<file path="src/sv/ati_pkg.sv">
package ati_pkg;

    localparam int SEGMENTS_DEF = 12;
    localparam int ROM_LAST     = 12;
    localparam int STEP_DM      = 5000;
    localparam int HALF_STEP    = 2500;

    localparam int ALT_W  = 19;
    localparam int SPD_W  = 17;
    localparam int TEMP_W = 15;
    localparam int PRES_W = 17;
    localparam int DENS_W = 14;
    localparam int SND_W  = 16;
    localparam int MACH_W = 18;

    localparam int MAG_W  = ALT_W - 1;
    localparam int RAW_W  = 6;
    localparam int ROW_W  = 4;
    localparam int OFF_W  = 13;
    localparam int VAL_W  = 17;
    localparam int DY_W   = 14;
    localparam int SCL_W  = 29;
    localparam int NUM_W  = 30;
    localparam int LRP_W  = 32;

    // floor(x / 5000) as (x * SEG_RECIP) >> SEG_SHIFT, exact for x below 2^18
    localparam int SEGP_W = 2 * MAG_W;
    localparam logic [MAG_W-1:0] SEG_RECIP = 18'd214749;
    localparam int SEG_SHIFT = 30;

    // floor(x / 5000) as (x * RND_RECIP) >> RND_SHIFT, exact for x below 2^29
    localparam int RNDP_W = SCL_W + 30;
    localparam logic [29:0] RND_RECIP = 30'd879609303;
    localparam int RND_SHIFT = 42;

    typedef struct packed {
        logic [VAL_W-1:0] temp;
        logic [VAL_W-1:0] pres;
        logic [VAL_W-1:0] dens;
        logic [VAL_W-1:0] snd;
    } ati_vals_t;

    typedef struct packed {
        logic signed [DY_W-1:0] temp;
        logic signed [DY_W-1:0] pres;
        logic signed [DY_W-1:0] dens;
        logic signed [DY_W-1:0] snd;
    } ati_dy_t;

    typedef struct packed {
        logic [SCL_W-1:0] temp;
        logic [SCL_W-1:0] pres;
        logic [SCL_W-1:0] dens;
        logic [SCL_W-1:0] snd;
    } ati_scl_t;

    typedef struct packed {
        logic [TEMP_W-1:0] temp;
        logic [PRES_W-1:0] pres;
        logic [DENS_W-1:0] dens;
        logic [SND_W-1:0]  snd;
    } ati_res_t;

    typedef struct packed {
        logic [ROW_W-1:0] row;
        logic [OFF_W-1:0] off;
        logic [SPD_W-1:0] speed;
    } ati_seg_t;

    typedef struct packed {
        ati_res_t          res;
        logic [SCL_W-1:0]  divisor;
        logic [SCL_W-1:0]  rem;
        logic [MACH_W-1:0] low;
        logic              sat;
    } ati_dvin_t;

    function automatic ati_vals_t rom_row(input logic [ROW_W-1:0] idx);
        ati_vals_t v;
        unique case (idx)
            4'd0:    v = {17'd28815, 17'd101325, 17'd12250, 17'd34029};
            4'd1:    v = {17'd28490, 17'd95463,  17'd11673, 17'd33837};
            4'd2:    v = {17'd28165, 17'd89976,  17'd11117, 17'd33644};
            4'd3:    v = {17'd27840, 17'd84808,  17'd10581, 17'd33450};
            4'd4:    v = {17'd27515, 17'd79916,  17'd10066, 17'd33254};
            4'd5:    v = {17'd27190, 17'd75260,  17'd9570,  17'd33057};
            4'd6:    v = {17'd26865, 17'd70801,  17'd9093,  17'd32858};
            4'd7:    v = {17'd26540, 17'd66604,  17'd8635,  17'd32658};
            4'd8:    v = {17'd26215, 17'd62634,  17'd8196,  17'd32456};
            4'd9:    v = {17'd25890, 17'd58860,  17'd7775,  17'd32252};
            4'd10:   v = {17'd25565, 17'd55252,  17'd7369,  17'd32047};
            4'd11:   v = {17'd25240, 17'd51881,  17'd6979,  17'd31840};
            default: v = {17'd24915, 17'd48720,  17'd6605,  17'd31631};
        endcase
        return v;
    endfunction

endpackage

</file>
<file path="src/sv/ati_div.sv">
module ati_div (
    input  logic                       clk,
    input  logic                       rst_n,
    input  logic                       in_valid,
    output logic                       in_ready,
    input  ati_pkg::ati_dvin_t         dv,
    output logic                       out_valid,
    input  logic                       out_ready,
    output ati_pkg::ati_res_t          res,
    output logic [ati_pkg::MACH_W-1:0] mach
);

    localparam int NST = ati_pkg::MACH_W;

    logic [NST-1:0]              vld_reg;
    logic [NST-1:0]              sat_reg;
    ati_pkg::ati_res_t           res_reg [NST];
    logic [ati_pkg::SCL_W-1:0]   div_reg [NST];
    logic [ati_pkg::SCL_W-1:0]   rem_reg [NST];
    logic [ati_pkg::MACH_W-1:0]  low_reg [NST];
    logic [ati_pkg::MACH_W-1:0]  quo_reg [NST];

    logic [NST-1:0]              cur_vld;
    logic [NST-1:0]              cur_sat;
    ati_pkg::ati_res_t           cur_res [NST];
    logic [ati_pkg::SCL_W-1:0]   cur_div [NST];
    logic [ati_pkg::SCL_W-1:0]   cur_rem [NST];
    logic [ati_pkg::MACH_W-1:0]  cur_low [NST];
    logic [ati_pkg::MACH_W-1:0]  cur_quo [NST];

    logic [ati_pkg::SCL_W-1:0]   trial   [NST];
    logic [NST-1:0]              take;
    logic [ati_pkg::SCL_W-1:0]   rem_next [NST];
    logic [ati_pkg::MACH_W-1:0]  low_next [NST];
    logic [ati_pkg::MACH_W-1:0]  quo_next [NST];

    logic [NST:0]                en;

    assign en[NST]  = out_ready;
    assign in_ready = en[0];

    for (genvar k = 0; k < NST; k++)
    begin : g_stage
        assign en[k] = !vld_reg[k] || en[k+1];
        if (k == 0)
        begin : g_head
            assign cur_vld[k] = in_valid;
            assign cur_sat[k] = dv.sat;
            assign cur_res[k] = dv.res;
            assign cur_div[k] = dv.divisor;
            assign cur_rem[k] = dv.rem;
            assign cur_low[k] = dv.low;
            assign cur_quo[k] = '0;
        end
        else
        begin : g_body
            assign cur_vld[k] = vld_reg[k-1];
            assign cur_sat[k] = sat_reg[k-1];
            assign cur_res[k] = res_reg[k-1];
            assign cur_div[k] = div_reg[k-1];
            assign cur_rem[k] = rem_reg[k-1];
            assign cur_low[k] = low_reg[k-1];
            assign cur_quo[k] = quo_reg[k-1];
        end
    end

    // one quotient bit per stage: shift in the next numerator bit, subtract if it fits
    always_comb
    begin
        for (int k = 0; k < NST; k++)
        begin
            trial[k]    = {cur_rem[k][ati_pkg::SCL_W-2:0], cur_low[k][ati_pkg::MACH_W-1]};
            take[k]     = trial[k] >= cur_div[k];
            rem_next[k] = take[k] ? (trial[k] - cur_div[k]) : trial[k];
            low_next[k] = {cur_low[k][ati_pkg::MACH_W-2:0], 1'b0};
            quo_next[k] = {cur_quo[k][ati_pkg::MACH_W-2:0], take[k]};
        end
    end

    always_ff @(posedge clk or negedge rst_n)
    begin
        if (!rst_n)
        begin
            vld_reg <= '0;
        end
        else
        begin
            for (int k = 0; k < NST; k++)
            begin
                if (en[k])
                begin
                    vld_reg[k] <= cur_vld[k];
                end
            end
        end
    end

    always_ff @(posedge clk)
    begin
        for (int k = 0; k < NST; k++)
        begin
            if (en[k])
            begin
                sat_reg[k] <= cur_sat[k];
                res_reg[k] <= cur_res[k];
                div_reg[k] <= cur_div[k];
                rem_reg[k] <= rem_next[k];
                low_reg[k] <= low_next[k];
                quo_reg[k] <= quo_next[k];
            end
        end
    end

    assign out_valid = vld_reg[NST-1];
    assign res       = res_reg[NST-1];
    assign mach      = sat_reg[NST-1] ? '1 : quo_reg[NST-1];

endmodule

</file>
<file path="config.mk">
export PLATFORM = sky130hd
export DESIGN_NAME = ati_div
export DESIGN_NICKNAME = d
export VERILOG_FILES = /design/src/sv/ati_pkg.sv /design/src/sv/ati_div.sv
export SDC_FILE = /design/constraint.sdc
export NUM_CORES = 2
export LEC_CHECK = 0
export BUFFER_PORTS_ARGS = -buffer_cell sky130_fd_sc_hd__buf_2
export CELL_PAD_IN_SITES_DETAIL_PLACEMENT = 0
export CELL_PAD_IN_SITES_GLOBAL_PLACEMENT = 2
export CORE_UTILIZATION = 46
export DETAILED_ROUTE_END_ITERATION = 10
export PLACE_DENSITY = 0.84
export SLEW_MARGIN = 20
export SYNTH_ARGS = -nofsm -noshare
export SYNTH_HDL_FRONTEND = slang
export SYNTH_SLANG_ARGS = --single-unit
</file>
<file path="constraint.sdc">
create_clock -name clk -period 24.5 [get_ports clk]
set_clock_uncertainty 0.1 [all_clocks]
set_input_delay 3.675 -clock clk [delete_from_list [all_inputs] [get_ports clk]]
set_output_delay 3.675 -clock clk [all_outputs]
set_load 0.01 [all_outputs]
</file>
## Word-level counts from Yosys, hierarchy flattened

Memory sizes are Yosys's and may differ from the RTL's.
Index checks and enable logic that the tools add are counted.

| storage, ports and cells | value |
|---|---|
| register bits after elaboration | 36 |
| latch bits | 0 |
| memory bits (writable) | 2,790 |
| ROM bits | 0 |
| input port bits | 143 |
| word-level logic and storage cells | 168 |
| memories kept | 5 |

| cells by class | value |
|---|---|
| $add $sub $neg | 18 |
| multipliers | 0 |
| divide/modulo/power cells | 0 |
| $lt $le $gt $ge | 18 |
| equal/unequal tests | 0 |
| shifts and indexed selects | 0 |
| mux-type cells | 55 |
| bitwise logic cells | 0 |
| reduce and logical (&&, ||, !) cells | 36 |

Memories:

| name | depth | width | rd ports | clocked after Yosys merged registers in | write ports | line | RTL |
|---|---|---|---|---|---|---|---|
| res_reg | 18 | 62 | 18 | 0 | 18 | ati_div.sv:17 | `ati_pkg::ati_res_t res_reg [NST];` |
| div_reg | 18 | 29 | 17 | 0 | 18 | ati_div.sv:18 | `logic [ati_pkg::SCL_W-1:0] div_reg [NST];` |
| rem_reg | 18 | 29 | 17 | 0 | 18 | ati_div.sv:19 | `logic [ati_pkg::SCL_W-1:0] rem_reg [NST];` |
| quo_reg | 18 | 18 | 18 | 0 | 18 | ati_div.sv:21 | `logic [ati_pkg::MACH_W-1:0] quo_reg [NST];` |
| low_reg | 18 | 17 | 17 | 0 | 18 | ati_div.sv:20 | `logic [ati_pkg::MACH_W-1:0] low_reg [NST];` |

Operator list:

| kind | count |
|---|---|
| $ge A29 B29 Y1 | 18 |
| $mux W29 | 18 |
| $sub A29 B29 Y29 | 18 |
| $mux W1 | 36 |
| $logic_not A1 Y1 | 18 |
| $logic_or A1 B1 Y1 | 18 |
| $mux W18 | 1 |

## Longest topological paths before layout

| logic depth | value |
|---|---|
| word-level depth | 21 |
| mapped depth | 15 |

## Worst setup path before layout

OpenSTA, ideal clock, no wires.

| path | value |
|---|---|
| path kind | input-to-output |
| from | input out_ready |
| to | output in_ready |
| arrival | 18.098 ns |
| path slack | 2.627 ns |
| stages on the path | 9 |
| path buffers | 0 |
| cells stage by stage | nor2b_1 -> nand2_1 -> nor2_1 -> and2_1 -> inv_1 -> nor3_1 -> nand3_1 -> nor2_1 -> nand4_1 |

| on the way | value |
|---|---|
| cells in the longest elaborated chain, start to end | 18 |

Ends and longest elaborated chain:

| element | line | RTL |
|---|---|---|
| from (decl) | ati_div.sv:8 | `input logic out_ready,` |
| $logic_or A1 B1 Y1 (2 in series) | ati_div.sv:44 | `assign en[k] = !vld_reg[k] \|\| en[k+1];` |
| net en[16] | ati_div.sv:37 | `logic [NST:0] en;` |
| $logic_or A1 B1 Y1 (4 in series) | ati_div.sv:44 |  |
| net en[12] | ati_div.sv:37 |  |
| $logic_or A1 B1 Y1 (8 in series) | ati_div.sv:44 |  |
| net en[4] | ati_div.sv:37 |  |
| $logic_or A1 B1 Y1 (4 in series) | ati_div.sv:44 |  |
| to (decl) | ati_div.sv:5 | `output logic in_ready,` |

The timed path passes the listed nets, and every way through them passes these cells.

## Final worst setup path

Same ends and word-level chain as after synthesis.

==> impl_metrics.tcl <==
set metrics [dict create \
    max_stage_delay_ns 0.97 \
    drive_gt1_share_pct 12.4 \
    critical_path_arrival_ns 9.73 \
    grt.overflow.total 0 \
    die-area_um2 228000 \
    cts_tree "yes" \
    required_ns 20.72 \
    core-area_um2 225000 \
    drtAntennaViolNets 0 \
    clockBufferDepth 3 \
    final_common_cell "edfxtp_1" \
    grt_pass1_wl_mm 316 \
    grt_max_degree 141 \
    cts_setup_buffers 0 \
    yosysSeqAreaShare_pct 70.6 \
    cts_hold_buf 0 \
    vias_per_cell 5.17 \
    final.setup.tns_ns 0 \
    rsz0062_at_grt "false" \
    slew_viol_final 0 \
    largest_reg_flops 1116 \
    synth_edf_count 2427 \
    path_cells "buf_2 -> nor2b_1 -> nand2_4 -> nor2_1 -> and2_1 -> inv_6 -> nor3_1 -> nand3_4 -> nor2_1 -> nand4_1 -> buf_12 -> buf_2" \
    nets 8116 \
    synth_fa_ha_area_share_pct 6.62 \
    leakage_uw 0.0466 \
    htree_levels 4 \
    synth-xor-area-share_pct 3.31 \
    grt_pass1_vias 56403 \
    yosysWarningCount 0 \
    placed_cell_area_um2 109000 \
    drc 0 \
    relSlewSlack_pct 24.9 \
    vias 55036 \
    die_h_um 477 \
    ys.flop_type "edfxtp_1" \
    netlist_area_um2 104000 \
    route.final.wire_length_mm 204 \
    cp_slowest_cell "nor3_1" \
    die_x_um 477 \
    timing.setup.critical_path_class "input pin to output port" \
    synth_cell_type_count 82 \
    setup_viol 0 \
    synth_cells 7002 \
    syn_nets 7684 \
    syn_to_final_growth_pct 12.6 \
    start_kind "input pin" \
    num_rows 174 \
    antenna_found_initial 26 \
    pin_count 225 \
    synth_compound_area_share_pct 8.72 \
    totalPowerFinal_uw 15000 \
    synthSimpleGateAreaFrac_pct 5.53 \
    cp_max_fo 140 \
    start_util_pct 46.2 \
    design_area_um2 117000 \
    timing.final.crit_share_pct 55.1 \
    ir_drop_mv 0.0707 \
    synth.mux.area_fraction_pct 2.51 \
    clkTransAtPathRegs_ns 0.06 \
    routabilityCongestion 0.900 \
    period_minus_slack_ns 13.51 \
    final_cell_mix "2427 x edfxtp_1, 649 x inv_1, 522 x ha_1, 418 x a21oi_1, 397 x nand2_1" \
    place_ws_ns 11.23 \
    hold_viol 0 \
    cts-root-buf "clkbuf_16" \
    outcome "finished, final reports clean" \
    cts.sinks 2445 \
    tightestPinTransition_ns 1.12 \
    synth_top_family_by_area "compound AO/OA/AOI/OAI gates" \
    drt-initial-drc-count 3040 \
    hpwl_mm 147 \
    ys_ff_latch 2445 \
    power_density_nw_per_um2 129 \
    worstSetupEndpointType "output port" \
    drt-wirelength-per-cell_um 19.2 \
    io_buffers 223 \
    hold_class "register to register" \
    async_flop_share_pct 0.736 \
    worstSkewPairLatency_ns 0.87 \
    setup_ws_ns 10.99 \
    fmax_ghz 0.0740 \
    numCtsBuffers 241 \
    drv_cap 0 \
    grtUsageTotal_pct 17.9 \
    cts-resized-gates 0 \
    drtPass1Iterations 6 \
    synth_area_per_cell_um2 14.8 \
]
==> logic make-up after synthesis <==
logic type               after synthesis
flip-flops                          2445
AO/OA/AOI/OAI                       1446
AND/OR/NAND/NOR                     1205
buffers and inverters                741
adder cells (fa/ha/maj)              539
XOR/XNOR                             392
multiplexers                         234
==> cell usage after synthesis (12+ instances only) <==
cell | n | area (um^2)
fa_1 | 17 | 340
or2_2 | 46 | 288
and2_1 | 19 | 119
nand3_1 | 87 | 435
and3_1 | 40 | 250
o41ai_1 | 13 | 114
a21oi_1 | 423 | 2120
xor2_1 | 151 | 1320
xnor2_1 | 241 | 2110
clkbuf_1 | 57 | 214
nand2_1 | 402 | 1510
mux2_2 | 207 | 2330
a211oi_1 | 40 | 300
nand4_1 | 49 | 307
a21o_1 | 182 | 1370
a31oi_1 | 40 | 250
nor2_1 | 283 | 1060
buf_2 | 21 | 105
dfrtp_1 | 18 | 450
a211o_1 | 16 | 140
ha_1 | 522 | 6530
inv_1 | 655 | 2460
o21a_1 | 72 | 541
mux2i_1 | 20 | 200
nand2b_1 | 71 | 444
nor4_1 | 12 | 75.1
nor2b_1 | 65 | 407
a31o_2 | 15 | 131
and4_1 | 16 | 140
o31a_1 | 19 | 166
o211ai_1 | 25 | 188
o31ai_1 | 27 | 203
o21bai_1 | 58 | 435
nor3_1 | 67 | 335
edfxtp_1 | 2427 | 72900
or3_1 | 13 | 81.3
o21ai_0 | 383 | 1920
a221o_1 | 12 | 120
==> stage by stage <==
stage                     hold slack [ns]  cells  util (%)
after detailed placement            0.305  10183      48.5
after global placement              0.300  10183      48.5
after CTS                           0.264  10630      52.1
after global routing                0.287  10633      52.1
final                               0.279  10639      52.1
after floorplan                     0.300   7002         -
==> per-layer routing <==
| layer | track usage [%] | vias up | part of all wire, % | wire, um |
|---|---|---|---|---|
| met2 | 32.9 | 995 | 52 | 107000 |
| li1 | - | 27103 | - | - |
| met3 | 2.88 | 400 | 3.9 | 7990 |
| met4 | 7.71 | 28 | 4.3 | 8760 |
| met1 | 20.3 | 26510 | 40 | 80800 |
| met5 | 0 | - | 0.083 | 170 |
==> critical path, delay by kind of cell <==
family,cells,cell delay [ns]
simple gates,8,4.93
buf+inv,4,0.98
==> worst paths after layout <==
path	start	endpoint	slack [ns]	cells after the start
setup reg to reg	vld_reg[17]	rem_reg[1][10]	16.83	10
hold reg to reg	res_reg[1][12]	res_reg[2][12]	0.28	0
hold / removal	res_reg[1][12]	res_reg[2][12]	0.28	0
min in group asynchronous	rst_n	vld_reg[13]	2.67	1
setup / recovery	out_ready	in_ready	10.99	12
max in group asynchronous	rst_n	vld_reg[16]	21.28	1
==> power by group <==
group          switching [uW]  total [uW]  internal (uW)
clock                    1560        3620           2060
combinational            2820        4940           2110
sequential                486        6490           6000
total                    4870       15000          10200
==> cell type report <==
| type | count | area, um^2 |
|---|---|---|
| timing repair buffer | 275 | 1540 |
| clock inverter | 168 | 1700 |
| tap | 2992 | 3740 |
| multi-input combinational | 3816 | 28000 |
| inverter | 655 | 2480 |
| antenna | 9 | 22.5 |
| sequential | 2445 | 73300 |
| fill | 18228 | 108000 |
| clock buffer | 279 | 6240 |
Note: power is estimated with default switching activity, not from simulation.
