==> config.mk <==
export PLATFORM = sky130hd
export DESIGN_NAME = ati_front
export DESIGN_NICKNAME = d
export VERILOG_FILES = /design/src/sv/ati_pkg.sv /design/src/sv/ati_front.sv
export SDC_FILE = /design/constraint.sdc
export NUM_CORES = 1
export LEC_CHECK = 0
export ABC_AREA = 0
export BUFFER_PORTS_ARGS = -buffer_cell sky130_fd_sc_hd__buf_2
export CORE_MARGIN = 5
export CORE_UTILIZATION = 35
export DETAILED_ROUTE_END_ITERATION = 16
export SLEW_MARGIN = 20
export SYNTH_ARGS = -nofsm -noshare
export SYNTH_HDL_FRONTEND = slang
export SYNTH_SLANG_ARGS = --single-unit
==> constraint.sdc <==
create_clock -name clk -period 8.3 [get_ports clk]
set_input_delay 1.66 -clock clk [delete_from_list [all_inputs] [get_ports clk]]
set_output_delay 1.66 -clock clk [all_outputs]
set_load 0.01 [all_outputs]
==> src/sv/ati_pkg.sv <==
package ati_pkg;

    localparam int SEGMENTS_DEF = 12;
    localparam int ROM_LAST     = 12;
    localparam int STEP_DM      = 5000;
    localparam int HALF_STEP    = 2500;

    localparam int ALT_W  = 19;
    localparam int SPD_W  = 17;
    localparam int TEMP_W = 15;
    localparam int PRES_W = 17;
    localparam int DENS_W = 14;
    localparam int SND_W  = 16;
    localparam int MACH_W = 18;

    localparam int MAG_W  = ALT_W - 1;
    localparam int RAW_W  = 6;
    localparam int ROW_W  = 4;
    localparam int OFF_W  = 13;
    localparam int VAL_W  = 17;
    localparam int DY_W   = 14;
    localparam int SCL_W  = 29;
    localparam int NUM_W  = 30;
    localparam int LRP_W  = 32;

    // floor(x / 5000) as (x * SEG_RECIP) >> SEG_SHIFT, exact for x below 2^18
    localparam int SEGP_W = 2 * MAG_W;
    localparam logic [MAG_W-1:0] SEG_RECIP = 18'd214749;
    localparam int SEG_SHIFT = 30;

    // floor(x / 5000) as (x * RND_RECIP) >> RND_SHIFT, exact for x below 2^29
    localparam int RNDP_W = SCL_W + 30;
    localparam logic [29:0] RND_RECIP = 30'd879609303;
    localparam int RND_SHIFT = 42;

    typedef struct packed {
        logic [VAL_W-1:0] temp;
        logic [VAL_W-1:0] pres;
        logic [VAL_W-1:0] dens;
        logic [VAL_W-1:0] snd;
    } ati_vals_t;

    typedef struct packed {
        logic signed [DY_W-1:0] temp;
        logic signed [DY_W-1:0] pres;
        logic signed [DY_W-1:0] dens;
        logic signed [DY_W-1:0] snd;
    } ati_dy_t;

    typedef struct packed {
        logic [SCL_W-1:0] temp;
        logic [SCL_W-1:0] pres;
        logic [SCL_W-1:0] dens;
        logic [SCL_W-1:0] snd;
    } ati_scl_t;

    typedef struct packed {
        logic [TEMP_W-1:0] temp;
        logic [PRES_W-1:0] pres;
        logic [DENS_W-1:0] dens;
        logic [SND_W-1:0]  snd;
    } ati_res_t;

    typedef struct packed {
        logic [ROW_W-1:0] row;
        logic [OFF_W-1:0] off;
        logic [SPD_W-1:0] speed;
    } ati_seg_t;

    typedef struct packed {
        ati_res_t          res;
        logic [SCL_W-1:0]  divisor;
        logic [SCL_W-1:0]  rem;
        logic [MACH_W-1:0] low;
        logic              sat;
    } ati_dvin_t;

    function automatic ati_vals_t rom_row(input logic [ROW_W-1:0] idx);
        ati_vals_t v;
        unique case (idx)
            4'd0:    v = {17'd28815, 17'd101325, 17'd12250, 17'd34029};
            4'd1:    v = {17'd28490, 17'd95463,  17'd11673, 17'd33837};
            4'd2:    v = {17'd28165, 17'd89976,  17'd11117, 17'd33644};
            4'd3:    v = {17'd27840, 17'd84808,  17'd10581, 17'd33450};
            4'd4:    v = {17'd27515, 17'd79916,  17'd10066, 17'd33254};
            4'd5:    v = {17'd27190, 17'd75260,  17'd9570,  17'd33057};
            4'd6:    v = {17'd26865, 17'd70801,  17'd9093,  17'd32858};
            4'd7:    v = {17'd26540, 17'd66604,  17'd8635,  17'd32658};
            4'd8:    v = {17'd26215, 17'd62634,  17'd8196,  17'd32456};
            4'd9:    v = {17'd25890, 17'd58860,  17'd7775,  17'd32252};
            4'd10:   v = {17'd25565, 17'd55252,  17'd7369,  17'd32047};
            4'd11:   v = {17'd25240, 17'd51881,  17'd6979,  17'd31840};
            default: v = {17'd24915, 17'd48720,  17'd6605,  17'd31631};
        endcase
        return v;
    endfunction

endpackage

==> src/sv/ati_front.sv <==
module ati_front #(
    parameter int SEGMENTS = ati_pkg::SEGMENTS_DEF
) (
    input  logic                      clk,
    input  logic                      rst_n,
    input  logic                      in_valid,
    output logic                      in_ready,
    input  logic [ati_pkg::ALT_W-1:0] altitude,
    input  logic [ati_pkg::SPD_W-1:0] speed,
    output logic                      out_valid,
    input  logic                      out_ready,
    output ati_pkg::ati_seg_t         seg
);

    localparam int TOP_ROW = (SEGMENTS > ati_pkg::ROM_LAST) ? ati_pkg::ROM_LAST :
                             ((SEGMENTS < 1) ? 1 : SEGMENTS);
    localparam logic [ati_pkg::MAG_W-1:0] HI_DM =
        ati_pkg::MAG_W'(TOP_ROW * ati_pkg::STEP_DM);

    logic                        s1_valid_reg;
    logic                        s1_le0_reg;
    logic                        s1_hi_reg;
    logic [ati_pkg::MAG_W-1:0]   s1_mag_reg;
    logic [ati_pkg::RAW_W-1:0]   s1_raw_reg;
    logic [ati_pkg::SPD_W-1:0]   s1_speed_reg;

    logic                        s1_le0_next;
    logic                        s1_hi_next;
    logic [ati_pkg::MAG_W-1:0]   s1_mag_next;
    logic [ati_pkg::RAW_W-1:0]   s1_raw_next;
    logic [ati_pkg::SEGP_W-1:0]  seg_prod;

    logic                        s2_valid_reg;
    ati_pkg::ati_seg_t           s2_seg_reg;
    ati_pkg::ati_seg_t           s2_seg_next;
    logic [ati_pkg::MAG_W-1:0]   seg_base;
    logic [ati_pkg::MAG_W-1:0]   seg_rest;

    logic en1;
    logic en2;

    assign en2      = !s2_valid_reg || out_ready;
    assign en1      = !s1_valid_reg || en2;
    assign in_ready = en1;

    // segment index by reciprocal multiply
    always_comb
    begin
        s1_mag_next = altitude[ati_pkg::MAG_W-1:0];
        s1_le0_next = altitude[ati_pkg::ALT_W-1] || (altitude == '0);
        s1_hi_next  = !altitude[ati_pkg::ALT_W-1] && (s1_mag_next >= HI_DM);
        seg_prod    = ati_pkg::SEGP_W'(s1_mag_next) * ati_pkg::SEGP_W'(ati_pkg::SEG_RECIP);
        s1_raw_next = seg_prod[ati_pkg::SEG_SHIFT +: ati_pkg::RAW_W];
    end

    // offset into the segment, clamp at both ends of the table
    always_comb
    begin
        seg_base = ati_pkg::MAG_W'(ati_pkg::MAG_W'(s1_raw_reg) *
                                   ati_pkg::MAG_W'(ati_pkg::STEP_DM));
        seg_rest = s1_mag_reg - seg_base;
        s2_seg_next.speed = s1_speed_reg;
        priority if (s1_le0_reg)
        begin
            s2_seg_next.row = '0;
            s2_seg_next.off = '0;
        end
        else if (s1_hi_reg)
        begin
            s2_seg_next.row = ati_pkg::ROW_W'(TOP_ROW);
            s2_seg_next.off = '0;
        end
        else
        begin
            s2_seg_next.row = s1_raw_reg[ati_pkg::ROW_W-1:0];
            s2_seg_next.off = seg_rest[ati_pkg::OFF_W-1:0];
        end
    end

    always_ff @(posedge clk or negedge rst_n)
    begin
        if (!rst_n)
        begin
            s1_valid_reg <= 1'b0;
            s2_valid_reg <= 1'b0;
        end
        else
        begin
            if (en1)
            begin
                s1_valid_reg <= in_valid;
            end
            if (en2)
            begin
                s2_valid_reg <= s1_valid_reg;
            end
        end
    end

    always_ff @(posedge clk)
    begin
        if (en1)
        begin
            s1_le0_reg   <= s1_le0_next;
            s1_hi_reg    <= s1_hi_next;
            s1_mag_reg   <= s1_mag_next;
            s1_raw_reg   <= s1_raw_next;
            s1_speed_reg <= speed;
        end
        if (en2)
        begin
            s2_seg_reg <= s2_seg_next;
        end
    end

    assign out_valid = s2_valid_reg;
    assign seg       = s2_seg_reg;

endmodule

* Yosys cells after proc, flatten, opt, wreduce, memory -nomap -nowiden
Index checks and enable logic that the tools add are counted.
** Operators by class
- Add/sub/neg operators :: 1
- Multipliers :: 2
- Div/mod/pow operators :: 0
- Order comparisons :: 1
- Equal/unequal tests :: 0
- Shifts and indexed selects :: 0
- Multiplexer cells :: 1
- Bitwise logic cells :: 0
- Reduce and logical (&&, ||, !) cells :: 9
** Operators by type and width (count)
- multiplier 18 x 18 -> 36 bit, second input constant :: 1
- zero test 19 bit :: 1
- >= comparator 18 x 16 -> 1 bit, second input constant :: 1
- two-way mux 17 bit :: 1
- subtractor 13 bit :: 1
- multiplier 6 x 10 -> 10 bit, second input constant :: 1
- zero test 1 bit :: 3
- logical OR 1 bit :: 3
- OR reduction 2 bit :: 1
- logical AND 1 bit :: 1
** Word-level totals
- Register bits after elaboration :: 74
- Latch bits :: 0
- Memory bits (writable) :: 0
- Memory bits (read-only) :: 0
- Input bits :: 40
- Output and inout bits :: 36
- Logic and storage cells :: 25
- Memories :: 0

* Logic depth before layout (Yosys ltp)
Gate-level depths: netlist of the first run.
- Depth after elaboration :: 3
- Mapped depth :: 20
- Depth with buffers taken out :: 20

* Least setup slack after synthesis of the first run
Ideal clock, no wire load.
- Path type :: input -> register
- From :: input port altitude[14] in the netlist's numbering
- To :: register s1_raw_reg[5] in the netlist's numbering, data pin
- Library setup time :: 271 ps
- Data arrival time :: 6318 ps
- Data required time :: 8029 ps
- Path slack :: 1711 ps
- Stages :: 18
- Path buffers :: 0
- Cells stage by stage :: inv_1 > ha_1 > inv_1 > fa_1 > inv_1 > fa_1 > fa_1 > fa_1 > inv_1 > fa_1 > inv_1 > ha_1 > and4_1 > and3_1 > a211oi_1 > o21ai_2 > o311ai_1 > a211oi_1
** Between the ends
- Word-level cells in the longest chain between the ends :: 1
** RTL lines
- from (decl) :: line ati_front.sv:8 : input logic [ati_pkg::ALT_W-1:0] altitude,
- multiplier 18 x 18 -> 36 bit :: line ati_front.sv:52 : seg_prod = ati_pkg::SEGP_W'(s1_mag_next) * ati_pkg::SEGP_W'(ati_pkg::SEG_RECIP);
- named net seg_prod (one bit) :: line ati_front.sv:31 : logic [ati_pkg::SEGP_W-1:0] seg_prod;
- to (signal assigned) :: line ati_front.sv:107 : s1_raw_reg <= s1_raw_next;
- to (decl) :: line ati_front.sv:24 : logic [ati_pkg::RAW_W-1:0] s1_raw_reg;
The timed path passes the listed nets, and every way through them passes these cells.
A chain may end at the register's enable or synchronous reset.

* Worst setup path in the final report of the first run
- From :: input port altitude[8] in the netlist's numbering
- To :: register s1_raw_reg[5] in the netlist's numbering, data pin
Same word-level chain as after synthesis.

==> flow_results.xml, run 1 <==
<?xml version="1.0" encoding="UTF-8"?>
<metrics>
  <group name="clock_network">
    <metric name="cts-buffers-inserted" unit="">9</metric>
    <metric name="cts.hold.buffers_added" unit="">0</metric>
    <metric name="clock_latency" unit="ns">0.34</metric>
    <metric name="clock-root-buffer" unit="">sky130_fd_sc_hd__clkbuf_16</metric>
    <metric name="cts_tree" unit="">done</metric>
    <metric name="htree_num_levels" unit="">3</metric>
    <metric name="postCtsResizedCells" unit="">0</metric>
    <metric name="numClockSinks" unit="">74</metric>
    <metric name="postCtsSetupBuffers" unit="">0</metric>
    <metric name="path_clk_slew" unit="ns">0.07</metric>
    <metric name="clk_path_buf_depth" unit="">2</metric>
  </group>
  <group name="logic_synthesis">
    <metric name="synthMuxAreaShare" unit="">0.00210</metric>
    <metric name="synth.largest_area_cell" unit="">sky130_fd_sc_hd__fa_1</metric>
    <metric name="synth_compound_gate_area_share" unit="">0.0655</metric>
    <metric name="synth_edf_count" unit="">72</metric>
    <metric name="synth-simple-area-share" unit="">0.0519</metric>
    <metric name="synthAdderAreaFrac" unit="">0.509</metric>
    <metric name="post_synth_inst_count" unit="">898</metric>
    <metric name="post_synth.cell_area_avg" unit="sq um">10.6</metric>
    <metric name="ys_ff_latch" unit="">74</metric>
    <metric name="synth_most_common_cell" unit="">sky130_fd_sc_hd__inv_1</metric>
    <metric name="synth_top_family_by_area" unit="">adder cells</metric>
    <metric name="synthArstFlopShare" unit="">0.0270</metric>
    <metric name="net_count_after_synthesis" unit="">1249</metric>
    <metric name="post-synth-top-area-fraction" unit="">0.270</metric>
    <metric name="synth_flop_type" unit="">sky130_fd_sc_hd__edfxtp_1</metric>
    <metric name="netlist_area" unit="sq um">9550</metric>
    <metric name="synthDistinctLibCells" unit="">56</metric>
    <metric name="yosys-top-cells-area" unit="">sky130_fd_sc_hd__fa_1 (27%), sky130_fd_sc_hd__ha_1 (24%), sky130_fd_sc_hd__edfxtp_1 (23%)</metric>
    <metric name="yosys.area_share.xor_xnor" unit="">0.0156</metric>
    <metric name="ys.warnings.count" unit="">0</metric>
    <metric name="seq_area_frac_synth" unit="">0.232</metric>
    <metric name="most_frequent_cells_after_synthesis" unit="">sky130_fd_sc_hd__inv_1 (309), sky130_fd_sc_hd__ha_1 (182), sky130_fd_sc_hd__fa_1 (129)</metric>
  </group>
  <group name="global_routing">
    <metric name="grt_pass1_vias" unit="">6572</metric>
    <metric name="antenna_found_initial" unit="">0</metric>
    <metric name="grt_util_all_layers" unit="">0.146</metric>
    <metric name="globalRouteOverflowTotal" unit="">0</metric>
    <metric name="largest_net_degree_at_the_start_of_global_routing" unit="">41</metric>
    <metric name="grt_first_pass_wirelength" unit="mm">35.3</metric>
  </group>
  <group name="critical_path">
    <metric name="arrival" unit="ns">6.93</metric>
    <metric name="worst-path-max-fanout" unit="">7</metric>
    <metric name="timing.critical_path.from" unit="">altitude[8]</metric>
    <metric name="setup.reg_to_reg.worst_slack" unit="ns">4.49</metric>
    <metric name="worstReg2RegEnd" unit="">seg[29]</metric>
    <metric name="worst-setup-path-type" unit="">in -&gt; reg</metric>
    <metric name="cp-end-kind" unit="">register</metric>
    <metric name="worst-r2r-cell-count" unit="">12</metric>
    <metric name="worst_endpoint_required_time" unit="ns">8.37</metric>
    <metric name="reg2reg_from" unit="">s1_raw_reg[0]</metric>
    <metric name="crit_path_start_kind" unit="">input pin</metric>
    <metric name="endpoint" unit="">s1_raw_reg[5]</metric>
  </group>
  <group name="route">
    <metric name="avgRoutedWirePerCell" unit="um">16.2</metric>
    <metric name="detail_route.drc_violations" unit="">0</metric>
    <metric name="via_count" unit="">6106</metric>
    <metric name="drtPass1Iterations" unit="">5</metric>
    <metric name="routed_wl" unit="mm">21.4</metric>
    <metric name="detail_route.iter0.violations" unit="">293</metric>
    <metric name="vias_per_cell" unit="">4.60</metric>
    <metric name="final_antenna_net_count" unit="">0</metric>
  </group>
  <group name="sta">
    <metric name="period_needed" unit="ns">6.85</metric>
    <metric name="fin_setup_tns" unit="ns">0</metric>
    <metric name="final_hold_viol_count" unit="">0</metric>
    <metric name="whs" unit="ns">0.416</metric>
    <metric name="report.final.setup_viol" unit="">0</metric>
    <metric name="fin_skew" unit="ns">0.00850</metric>
    <metric name="max_freq" unit="GHz">0.146</metric>
    <metric name="period_share" unit="">0.826</metric>
    <metric name="slew_headroom" unit="">0.564</metric>
    <metric name="finalWorstSetupSlack" unit="ns">1.45</metric>
    <metric name="rsz0062_at_grt" unit="">false</metric>
    <metric name="slew_violations" unit="">0</metric>
    <metric name="tightestPinTransition" unit="ns">0.649</metric>
  </group>
  <group name="cells_and_area">
    <metric name="number_of_nets_in_the_finished_design" unit="">1332</metric>
    <metric name="antennaDiodeCount" unit="">0</metric>
    <metric name="post_layout_instance_area" unit="sq um">10600</metric>
    <metric name="proportion_of_layout_cells_with_a_drive_suffix_above_1" unit="">0.108</metric>
    <metric name="syn2layout_area_growth" unit="%">11.3</metric>
    <metric name="largest_register_ffs" unit="">34</metric>
    <metric name="final_cell_count_no_fill" unit="">1327</metric>
  </group>
  <group name="job">
    <metric name="drv.max_cap_violation_count" unit="">0</metric>
  </group>
  <group name="min_path">
    <metric name="min-delay-path-class" unit="">reg -&gt; reg</metric>
  </group>
  <group name="floorplanning">
    <metric name="core.rowCount" unit="">60</metric>
    <metric name="floorplan.io_pins" unit="">76</metric>
    <metric name="initial_core_utilization" unit="">0.355</metric>
    <metric name="dieHeight" unit="um">175</metric>
    <metric name="core_area" unit="sq um">26900</metric>
    <metric name="floorplan.die.width" unit="um">175</metric>
    <metric name="die_area" unit="sq um">30700</metric>
  </group>
  <group name="placement">
    <metric name="dp_hpwl" unit="mm">18.6</metric>
    <metric name="gp_routability_congestion" unit="">0.903</metric>
    <metric name="dpl-instance-area" unit="sq um">10300</metric>
    <metric name="numPortBuffers" unit="">75</metric>
    <metric name="minimum_setup_slack_after_placement" unit="ns">1.09</metric>
    <metric name="dp_cells" unit="">1311</metric>
  </group>
  <group name="run_status">
    <metric name="status" unit="">finished, final reports clean</metric>
  </group>
  <group name="power_and_ir_drop">
    <metric name="static-leakage-power" unit="nW">5.59</metric>
    <metric name="power_density" unit="nW/um^2">391</metric>
    <metric name="peakVddDrop" unit="V">0.000172</metric>
  </group>
</metrics>
[report_power, final]
| group | internal (mW) | switching (mW) |
|---|---|---|
| registers | 0.503 | 0.0403 |
| logic | 1.41 | 1.83 |
| clock network | 0.207 | 0.161 |
[logic make-up after synthesis]
group                    Yosys count
XOR/XNOR                          17
AND/OR/NAND/NOR                   91
buffers and inverters            314
AO/OA/AOI/OAI                     89
multiplexers                       2
adder cells (fa/ha/maj)          311
flip-flops                        74
[critical path: stages]
cell,delay (ns)
sky130_fd_sc_hd__buf_2,0.22
sky130_fd_sc_hd__inv_1,0.10
sky130_fd_sc_hd__ha_1,0.40
sky130_fd_sc_hd__fa_1,0.51
sky130_fd_sc_hd__inv_1,0.06
sky130_fd_sc_hd__fa_1,0.48
sky130_fd_sc_hd__fa_1,0.49
sky130_fd_sc_hd__inv_1,0.05
sky130_fd_sc_hd__fa_1,0.53
sky130_fd_sc_hd__inv_1,0.06
sky130_fd_sc_hd__fa_1,0.54
sky130_fd_sc_hd__inv_1,0.05
sky130_fd_sc_hd__ha_1,0.33
sky130_fd_sc_hd__a211oi_2,0.23
sky130_fd_sc_hd__o21ai_0,0.12
sky130_fd_sc_hd__a311oi_1,0.48
sky130_fd_sc_hd__o21ai_2,0.22
sky130_fd_sc_hd__o311ai_1,0.32
sky130_fd_sc_hd__a211oi_1,0.08
[worst min-delay path by stage]
stage | from | to | slack, ns | cells past startpoint
finish | s1_speed_reg[8] | seg[8] | 0.42 | 0
global placement | s1_speed_reg[14] | seg[14] | 0.40 | 0
CTS | s1_speed_reg[4] | seg[4] | 0.42 | 0
detailed placement | s1_speed_reg[4] | seg[4] | 0.40 | 0
floorplan | s1_speed_reg[0] | seg[0] | 0.40 | 0
global route | s1_speed_reg[8] | seg[8] | 0.42 | 0
[cells in the final DEF (no fill, tap or decap), drive strengths merged, types with 4 or more instances in the layout]
master / instances
a211oi: 8
a21o: 9
a21oi: 21
and2: 6
and3: 4
buf: 77
clkbuf: 9
edfxtp: 72
fa: 129
ha: 182
inv: 313
nand2: 14
nand2b: 5
nand3: 8
nor2: 17
nor2b: 6
nor3: 12
o211ai: 6
o21a: 7
o21ai: 16
xnor2: 14
[metal layers]
metal | part of all wire | wire [um] | vias to the layer above | global-route usage
li1 | - | - | 2997 | -
met1 | 0.48 | 10300 | 2972 | 0.207
met2 | 0.46 | 9860 | 122 | 0.241
met3 | 0.049 | 1050 | 15 | 0.0214
met4 | 0.0091 | 194 | 0 | 0.0259
met5 | 0 | 0 | - | 0
[layout make-up]
type,instances,area [sq um]
multi-input cells,510,6150
repair buffers,77,390
well taps,341,427
inverters,309,1160
flip-flops and latches,74,2210
clock inverters,7,60.1
clock buffers,9,225
fillers,2652,16300
[per-stage QoR]
step | utilization | power [mW]
floorplan | - | 3.05
global placement | 0.385 | 3.76
detailed placement | 0.385 | 3.80
CTS | 0.395 | 4.21
global route | 0.395 | 4.80
finish | 0.395 | 4.15
Note: power is estimated with default switching activity, not from simulation.
==> run 2, diff against run 1 <==
--- a/config.mk
+++ b/config.mk
@@ -5,7 +5,7 @@
 export SDC_FILE = /design/constraint.sdc
 export NUM_CORES = 1
 export LEC_CHECK = 0
-export ABC_AREA = 0
+export ABC_AREA = 1
 export BUFFER_PORTS_ARGS = -buffer_cell sky130_fd_sc_hd__buf_2
 export CORE_MARGIN = 5
 export CORE_UTILIZATION = 35
==> constraint.sdc (replaced) <==
create_clock -name clk -period 6.6 [get_ports clk]
set_input_delay 1.32 -clock clk [delete_from_list [all_inputs] [get_ports clk]]
set_output_delay 1.32 -clock clk [all_outputs]
set_load 0.01 [all_outputs]
==> run 2 against run 1 <==
Setup slack worse by 0.86 ns. Cell count up 20%. Area after synthesis up 6.1%. Non-clock buffer count up 7. Cell area up 6.6%. Wire length up 15%. Die area up 5.7%. Critical path depth up 1. Clock skew up 0.0022 ns.
==> flow_results.xml, run 2 <==
<?xml version="1.0" encoding="UTF-8"?>
<metrics>
  <group name="sta">
    <metric name="fin_setup_tns" unit="ns">0</metric>
    <metric name="report.final.setup_viol" unit="">0</metric>
    <metric name="rsz0062_at_grt" unit="">false</metric>
    <metric name="period_share" unit="">0.911</metric>
    <metric name="max_freq" unit="GHz">0.166</metric>
    <metric name="fin_skew" unit="ns">0.0107</metric>
    <metric name="slew_violations" unit="">0</metric>
    <metric name="final_hold_viol_count" unit="">0</metric>
    <metric name="tightestPinTransition" unit="ns">0.562</metric>
    <metric name="whs" unit="ns">0.417</metric>
    <metric name="slew_headroom" unit="">0.625</metric>
    <metric name="finalWorstSetupSlack" unit="ns">0.590</metric>
    <metric name="period_needed" unit="ns">6.01</metric>
  </group>
  <group name="cells_and_area">
    <metric name="number_of_nets_in_the_finished_design" unit="">1556</metric>
    <metric name="largest_register_ffs" unit="">34</metric>
    <metric name="proportion_of_layout_cells_with_a_drive_suffix_above_1" unit="">0.0967</metric>
    <metric name="mostFrequentLayoutCells" unit="">sky130_fd_sc_hd__inv_1 (374), sky130_fd_sc_hd__ha_1 (182), sky130_fd_sc_hd__nand2_1 (146)</metric>
    <metric name="antennaDiodeCount" unit="">0</metric>
    <metric name="layout.cells.most_common" unit="">sky130_fd_sc_hd__inv_1</metric>
    <metric name="final_cell_count_no_fill" unit="">1594</metric>
    <metric name="syn2layout_area_growth" unit="%">11.8</metric>
  </group>
  <group name="critical_path">
    <metric name="critPathMaxStageDelay" unit="ns">0.55</metric>
    <metric name="worst-setup-path-type" unit="">in -&gt; reg</metric>
    <metric name="worst_endpoint_required_time" unit="ns">6.70</metric>
    <metric name="cp-end-kind" unit="">register</metric>
    <metric name="worst-path-max-fanout" unit="">7</metric>
    <metric name="setup.reg_to_reg.worst_slack" unit="ns">2.86</metric>
    <metric name="endpoint" unit="">s1_raw_reg[0]</metric>
    <metric name="worstReg2RegEnd" unit="">seg[29]</metric>
    <metric name="arrival" unit="ns">6.11</metric>
    <metric name="reg2reg_from" unit="">s1_raw_reg[0]</metric>
    <metric name="cp_slowest_cell" unit="">sky130_fd_sc_hd__fa_1</metric>
    <metric name="worst_path_cell_trace" unit="">buf_2 &gt; inv_1 &gt; ha_1 &gt; fa_1 &gt; inv_1 &gt; fa_1 &gt; inv_1 &gt; fa_1 &gt; fa_1 &gt; inv_1 &gt; fa_1 &gt; inv_1 &gt; ha_1 &gt; a21oi_1 &gt; o21ai_0 &gt; and3_1 &gt; nor2_1 &gt; nand2_1 &gt; nand2_1 &gt; nand2_1</metric>
    <metric name="worst-r2r-cell-count" unit="">14</metric>
    <metric name="crit_path_start_kind" unit="">input pin</metric>
    <metric name="timing.critical_path.from" unit="">altitude[10]</metric>
  </group>
  <group name="clock_network">
    <metric name="numClockSinks" unit="">74</metric>
    <metric name="cts_tree" unit="">done</metric>
    <metric name="postCtsResizedCells" unit="">0</metric>
    <metric name="cts.hold.buffers_added" unit="">0</metric>
    <metric name="clock-root-buffer" unit="">sky130_fd_sc_hd__clkbuf_16</metric>
    <metric name="htree_num_levels" unit="">3</metric>
    <metric name="clk_path_buf_depth" unit="">2</metric>
    <metric name="path_clk_slew" unit="ns">0.06</metric>
    <metric name="cts-buffers-inserted" unit="">9</metric>
    <metric name="postCtsSetupBuffers" unit="">0</metric>
    <metric name="clock_latency" unit="ns">0.34</metric>
  </group>
  <group name="global_routing">
    <metric name="antenna_found_initial" unit="">0</metric>
    <metric name="globalRouteOverflowTotal" unit="">0</metric>
    <metric name="largest_net_degree_at_the_start_of_global_routing" unit="">41</metric>
    <metric name="grt_first_pass_wirelength" unit="mm">40.1</metric>
    <metric name="grt_pass1_vias" unit="">7683</metric>
    <metric name="grt_util_all_layers" unit="">0.156</metric>
  </group>
  <group name="logic_synthesis">
    <metric name="synthDistinctLibCells" unit="">36</metric>
    <metric name="post_synth.cell_area_avg" unit="sq um">9.12</metric>
    <metric name="ys.warnings.count" unit="">0</metric>
    <metric name="synthArstFlopShare" unit="">0.0270</metric>
    <metric name="synth_flop_type" unit="">sky130_fd_sc_hd__edfxtp_1</metric>
    <metric name="synth.largest_area_cell" unit="">sky130_fd_sc_hd__fa_1</metric>
    <metric name="ys_ff_latch" unit="">74</metric>
    <metric name="netlist_area" unit="sq um">10100</metric>
    <metric name="synth_edf_count" unit="">72</metric>
    <metric name="net_count_after_synthesis" unit="">1461</metric>
    <metric name="synth_most_common_cell" unit="">sky130_fd_sc_hd__inv_1</metric>
    <metric name="most_frequent_cells_after_synthesis" unit="">sky130_fd_sc_hd__inv_1 (374), sky130_fd_sc_hd__ha_1 (182), sky130_fd_sc_hd__nand2_1 (146)</metric>
    <metric name="post_synth_inst_count" unit="">1110</metric>
    <metric name="yosys-top-cells-area" unit="">sky130_fd_sc_hd__fa_1 (25%), sky130_fd_sc_hd__ha_1 (22%), sky130_fd_sc_hd__edfxtp_1 (21%)</metric>
    <metric name="seq_area_frac_synth" unit="">0.218</metric>
    <metric name="post-synth-top-area-fraction" unit="">0.255</metric>
  </group>
  <group name="route">
    <metric name="detail_route.iter0.violations" unit="">393</metric>
    <metric name="detail_route.drc_violations" unit="">0</metric>
    <metric name="final_antenna_net_count" unit="">0</metric>
    <metric name="routed_wl" unit="mm">24.7</metric>
    <metric name="drtPass1Iterations" unit="">4</metric>
    <metric name="vias_per_cell" unit="">4.50</metric>
    <metric name="avgRoutedWirePerCell" unit="um">15.5</metric>
    <metric name="via_count" unit="">7171</metric>
  </group>
  <group name="min_path">
    <metric name="min-delay-path-class" unit="">reg -&gt; reg</metric>
  </group>
  <group name="floorplanning">
    <metric name="floorplan.io_pins" unit="">76</metric>
    <metric name="core.rowCount" unit="">62</metric>
    <metric name="core_area" unit="sq um">28600</metric>
    <metric name="dieHeight" unit="um">180</metric>
    <metric name="initial_core_utilization" unit="">0.354</metric>
    <metric name="die_area" unit="sq um">32400</metric>
    <metric name="floorplan.die.width" unit="um">180</metric>
  </group>
  <group name="run_status">
    <metric name="status" unit="">finished, final reports clean</metric>
  </group>
  <group name="placement">
    <metric name="dp_cells" unit="">1578</metric>
    <metric name="dp_hpwl" unit="mm">21.7</metric>
    <metric name="gp_routability_congestion" unit="">0.918</metric>
    <metric name="numPortBuffers" unit="">75</metric>
    <metric name="minimum_setup_slack_after_placement" unit="ns">0.229</metric>
  </group>
  <group name="job">
    <metric name="drv.max_cap_violation_count" unit="">0</metric>
  </group>
</metrics>
## run 2: worst max-delay path, delay by kind of cell
family                   cells  cell delay (ns)
buffers and inverters        6             0.59
AO/OA/AOI/OAI                2             0.38
adder cells (fa/ha/maj)      7             3.33
AND/OR/NAND/NOR              5             0.47
## run 2: stage by stage
stage               area (sq um)  utilization
floorplan                  10100            -
global placement           11100        0.386
detailed placement         11100        0.386
CTS                        11300        0.396
global route               11300        0.396
finish                     11300        0.396
## run 2: area by class of cell
type / instances / area [sq um]
sequential: 74 / 2210
inverter: 375 / 1410
multi-input combinational: 661 / 6510
tap: 384 / 480
timing repair buffer: 84 / 443
clock buffer: 9 / 225
fill: 2898 / 17300
clock inverter: 7 / 46.3
## run 2: per-layer routing
layer	wire length (um)	track usage
met5	0	0
met4	654	0.0448
met3	1310	0.0293
met2	11800	0.271
met1	10900	0.200
## run 2: worst min-delay path by stage
stage                     startpoint  endpoint  slack, ns  depth (start not counted)
floorplan            s1_speed_reg[0]    seg[0]       0.40                          0
global placement    s1_speed_reg[14]   seg[14]       0.40                          0
detailed placement  s1_speed_reg[15]   seg[15]       0.41                          0
CTS                 s1_speed_reg[14]   seg[14]       0.42                          0
global route         s1_speed_reg[5]    seg[5]       0.42                          0
finish              s1_speed_reg[14]   seg[14]       0.42                          0
## run 2: logic make-up (layout without fill, tap and decap cells)
logic type,after synthesis,count (layout),share of synthesized area
flip-flops,74,74,0.218
buffers and inverters,375,475,0.139
XOR/XNOR,11,11,0.00951
adder cells (fa/ha/maj),311,311,0.480
AO/OA/AOI/OAI,79,79,0.0416
AND/OR/NAND/NOR,260,260,0.112
Power of run 2 is left out: the tool's default activity adds up to more than one toggle a clock period on the data nets, which glitch-free logic cannot reach.
==> run 3, diff against run 2 <==
--- a/config.mk
+++ b/config.mk
@@ -7,6 +7,7 @@
 export LEC_CHECK = 0
 export ABC_AREA = 1
 export BUFFER_PORTS_ARGS = -buffer_cell sky130_fd_sc_hd__buf_2
+export CORE_ASPECT_RATIO = 1.1
 export CORE_MARGIN = 5
 export CORE_UTILIZATION = 35
 export DETAILED_ROUTE_END_ITERATION = 16
==> constraint.sdc (replaced) <==
create_clock -name clk -period 5.2 [get_ports clk]
set_input_delay 1.04 -clock clk [delete_from_list [all_inputs] [get_ports clk]]
set_output_delay 1.04 -clock clk [all_outputs]
set_load 0.01 [all_outputs]
==> run 3 against run 2 <==
The flow now finishes with violations (negative setup slack). Die area is essentially flat. First-iteration DRC count shrank 17%. Wire length grew 1.6%. Sequential share of layout area shrank 2.3 points. Cell area grew 13%. Critical endpoint is now s1_raw_reg[5]. Count of clock-buffer cells in the layout grew 4. Flip-flop and latch count is the same. Critical path type unchanged. Critical path depth grew 2. Setup slack lost 0.60 ns. Cell count grew 5.3%. Clock skew shrank 0.0031 ns. Register-to-register slack lost 1.5 ns.
==> flow_results.xml, run 3 (synthesis results as in run 2) <==
<?xml version="1.0" encoding="UTF-8"?>
<metrics>
  <group name="run_status">
    <metric name="status" unit="">finished, violations left</metric>
    <metric name="violations" unit="">negative setup slack</metric>
  </group>
  <group name="job">
    <metric name="drv.max_cap_violation_count" unit="">0</metric>
  </group>
  <group name="sta">
    <metric name="period_needed" unit="ns">5.21</metric>
    <metric name="slew_violations" unit="">0</metric>
    <metric name="finalWorstSetupSlack" unit="ns">-0.00962</metric>
    <metric name="slew_headroom" unit="">0.584</metric>
    <metric name="whs" unit="ns">0.417</metric>
    <metric name="fin_skew" unit="ns">0.00757</metric>
    <metric name="period_share" unit="">1.00</metric>
    <metric name="tightestPinTransition" unit="ns">0.619</metric>
    <metric name="rsz0062_at_grt" unit="">true</metric>
    <metric name="max_freq" unit="GHz">0.192</metric>
    <metric name="final_hold_viol_count" unit="">0</metric>
    <metric name="report.final.setup_viol" unit="">1</metric>
  </group>
  <group name="cells_and_area">
    <metric name="antennaDiodeCount" unit="">0</metric>
    <metric name="proportion_of_layout_cells_with_a_drive_suffix_above_1" unit="">0.249</metric>
    <metric name="layout.cells.most_common" unit="">sky130_fd_sc_hd__inv_1</metric>
    <metric name="mostFrequentLayoutCells" unit="">sky130_fd_sc_hd__inv_1 (349), sky130_fd_sc_hd__ha_1 (153), sky130_fd_sc_hd__nand2_1 (127)</metric>
    <metric name="fillerInstances" unit="">2801</metric>
    <metric name="largest_register_ffs" unit="">34</metric>
    <metric name="syn2layout_area_growth" unit="%">26.5</metric>
    <metric name="number_of_nets_in_the_finished_design" unit="">1657</metric>
  </group>
  <group name="floorplanning">
    <metric name="initial_core_utilization" unit="">0.354</metric>
    <metric name="floorplan.io_pins" unit="">76</metric>
    <metric name="die_area" unit="sq um">32400</metric>
    <metric name="dieHeight" unit="um">188</metric>
    <metric name="core_area" unit="sq um">28600</metric>
    <metric name="core.rowCount" unit="">65</metric>
    <metric name="floorplan.die.width" unit="um">172</metric>
  </group>
  <group name="global_routing">
    <metric name="antenna_found_initial" unit="">0</metric>
    <metric name="grt_pass1_vias" unit="">8193</metric>
    <metric name="grt_util_all_layers" unit="">0.158</metric>
    <metric name="grt_first_pass_wirelength" unit="mm">40.4</metric>
    <metric name="globalRouteOverflowTotal" unit="">0</metric>
    <metric name="largest_net_degree_at_the_start_of_global_routing" unit="">41</metric>
  </group>
  <group name="route">
    <metric name="detail_route.iter0.violations" unit="">328</metric>
    <metric name="detail_route.drc_violations" unit="">0</metric>
    <metric name="final_antenna_net_count" unit="">0</metric>
    <metric name="drtPass1Iterations" unit="">4</metric>
    <metric name="routed_wl" unit="mm">25.1</metric>
    <metric name="avgRoutedWirePerCell" unit="um">15.0</metric>
    <metric name="vias_per_cell" unit="">4.48</metric>
    <metric name="via_count" unit="">7530</metric>
  </group>
  <group name="critical_path">
    <metric name="reg2reg_from" unit="">s1_raw_reg[0]</metric>
    <metric name="worst_path_cell_trace" unit="">buf_2 &gt; buf_4 &gt; ha_4 &gt; fa_1 &gt; inv_1 &gt; fa_1 &gt; inv_1 &gt; ha_1 &gt; fa_1 &gt; inv_1 &gt; fa_1 &gt; inv_1 &gt; ha_1 &gt; a21oi_1 &gt; nand2_1 &gt; nand2_1 &gt; and2_1 &gt; nand2_1 &gt; nand2_1 &gt; nand2_1 &gt; nand2_1 &gt; nand2_1</metric>
    <metric name="critPathMostFrequentCell" unit="">sky130_fd_sc_hd__nand2_1</metric>
    <metric name="arrival" unit="ns">5.29</metric>
    <metric name="worst_endpoint_required_time" unit="ns">5.28</metric>
    <metric name="crit_family" unit="">adder cells</metric>
    <metric name="timing.critical_path.from" unit="">altitude[7]</metric>
    <metric name="crit_path_start_kind" unit="">input pin</metric>
    <metric name="worst-setup-path-type" unit="">in -&gt; reg</metric>
    <metric name="worst-path-max-fanout" unit="">4</metric>
    <metric name="cp_slowest_cell" unit="">sky130_fd_sc_hd__fa_1</metric>
    <metric name="critPathMaxStageDelay" unit="ns">0.53</metric>
    <metric name="cp_num_buf_inv" unit="">6</metric>
    <metric name="cp-end-kind" unit="">register</metric>
  </group>
  <group name="clock_network">
    <metric name="htree_num_levels" unit="">3</metric>
    <metric name="clock_latency" unit="ns">0.33</metric>
    <metric name="cts_tree" unit="">done</metric>
    <metric name="cts-buffers-inserted" unit="">9</metric>
    <metric name="path_clk_slew" unit="ns">0.05</metric>
    <metric name="clk_path_buf_depth" unit="">2</metric>
    <metric name="clock-root-buffer" unit="">sky130_fd_sc_hd__clkbuf_16</metric>
    <metric name="numClockSinks" unit="">74</metric>
    <metric name="cts.hold.buffers_added" unit="">0</metric>
  </group>
  <group name="min_path">
    <metric name="min-delay-path-class" unit="">reg -&gt; reg</metric>
    <metric name="holdCritStartpoint" unit="">s1_speed_reg[11]</metric>
  </group>
  <group name="placement">
    <metric name="gp_routability_congestion" unit="">0.908</metric>
    <metric name="numPortBuffers" unit="">75</metric>
    <metric name="dp_hpwl" unit="mm">22.5</metric>
  </group>
</metrics>
run 3: cell types whose count changed in the layout (fill, tap and decap cells not counted), moves of 6 or more:
cell | previous run | this run
sky130_fd_sc_hd__a21oi_1 | 43 | 34
sky130_fd_sc_hd__a21oi_2 | 0 | 8
sky130_fd_sc_hd__buf_2 | 75 | 64
sky130_fd_sc_hd__buf_4 | 9 | 106
sky130_fd_sc_hd__buf_6 | 0 | 6
sky130_fd_sc_hd__fa_1 | 129 | 123
sky130_fd_sc_hd__fa_2 | 0 | 6
sky130_fd_sc_hd__ha_1 | 182 | 153
sky130_fd_sc_hd__ha_4 | 0 | 27
sky130_fd_sc_hd__inv_1 | 374 | 349
sky130_fd_sc_hd__inv_2 | 1 | 21
sky130_fd_sc_hd__nand2_1 | 146 | 127
sky130_fd_sc_hd__nand2_2 | 5 | 20
sky130_fd_sc_hd__nor2_1 | 50 | 41
run 3: stage by stage:
stage / std cells / setup TNS (ns) / util / cell area (sq um) / setup WS [ns]
after floorplan: 1110 / -0.0200 / - / 10400 / -0.0200
after global placement: 1654 / -2.64 / 0.420 / 12000 / -0.500
after detailed placement: 1654 / -3.08 / 0.420 / 12000 / -0.581
after CTS: 1678 / -0.163 / 0.439 / 12600 / -0.0610
after global routing: 1679 / -0.948 / 0.448 / 12800 / -0.188
final: 1679 / -0.00962 / 0.448 / 12800 / -0.00962
run 3: worst register-to-register path: stages, from the launching register on:
cell                       delay [ns]
sky130_fd_sc_hd__edfxtp_1        0.57
sky130_fd_sc_hd__fa_1            0.59
sky130_fd_sc_hd__inv_1           0.05
sky130_fd_sc_hd__fa_1            0.55
sky130_fd_sc_hd__inv_1           0.05
sky130_fd_sc_hd__ha_1            0.22
sky130_fd_sc_hd__fa_1            0.48
sky130_fd_sc_hd__inv_1           0.04
sky130_fd_sc_hd__ha_1            0.31
sky130_fd_sc_hd__inv_1           0.14
sky130_fd_sc_hd__o21ai_0         0.10
sky130_fd_sc_hd__a31oi_1         0.22
sky130_fd_sc_hd__nand3_1         0.11
sky130_fd_sc_hd__nand2_1         0.08
sky130_fd_sc_hd__nor2_1          0.04
run 3: worst paths after layout:
check | endpoint | slack (ns) | cells after the start
setup / recovery | s1_raw_reg[5] | -0.01 | 22
hold / removal | seg[11] | 0.42 | 0
setup reg to reg | seg[28] | 1.40 | 14
hold reg to reg | seg[11] | 0.42 | 0
max in group asynchronous | s1_valid_reg | 4.61 | 1
min in group asynchronous | out_valid | 0.49 | 1
run 3: layout make-up:
cell class	count	area, sq um	area share
Clock buffer	13	270	0.0211
Inverter	375	1430	0.111
Timing Repair Buffer	185	1300	0.102
Tap cell	368	460	0.0359
Clock inverter	3	46.3	0.00361
Multi-Input combinational cell	661	7100	0.554
Sequential cell	74	2210	0.173
run 3: repair_timing:
item                                    in CTS  in global routing
endpoints found under the setup margin       6                  6
pin swaps                                   48                 62
buffers inserted                             8                  1
gates resized for setup                     57                 56
run 3: per-layer routing:
metal,global-route usage,wire (um),up-vias
li1,-,-,3752
met5,0,0,-
met4,0.0584,1020,0
met3,0.0218,1090,48
met2,0.279,12300,159
met1,0.196,10700,3571
Power of run 3 is left out for the same reason.
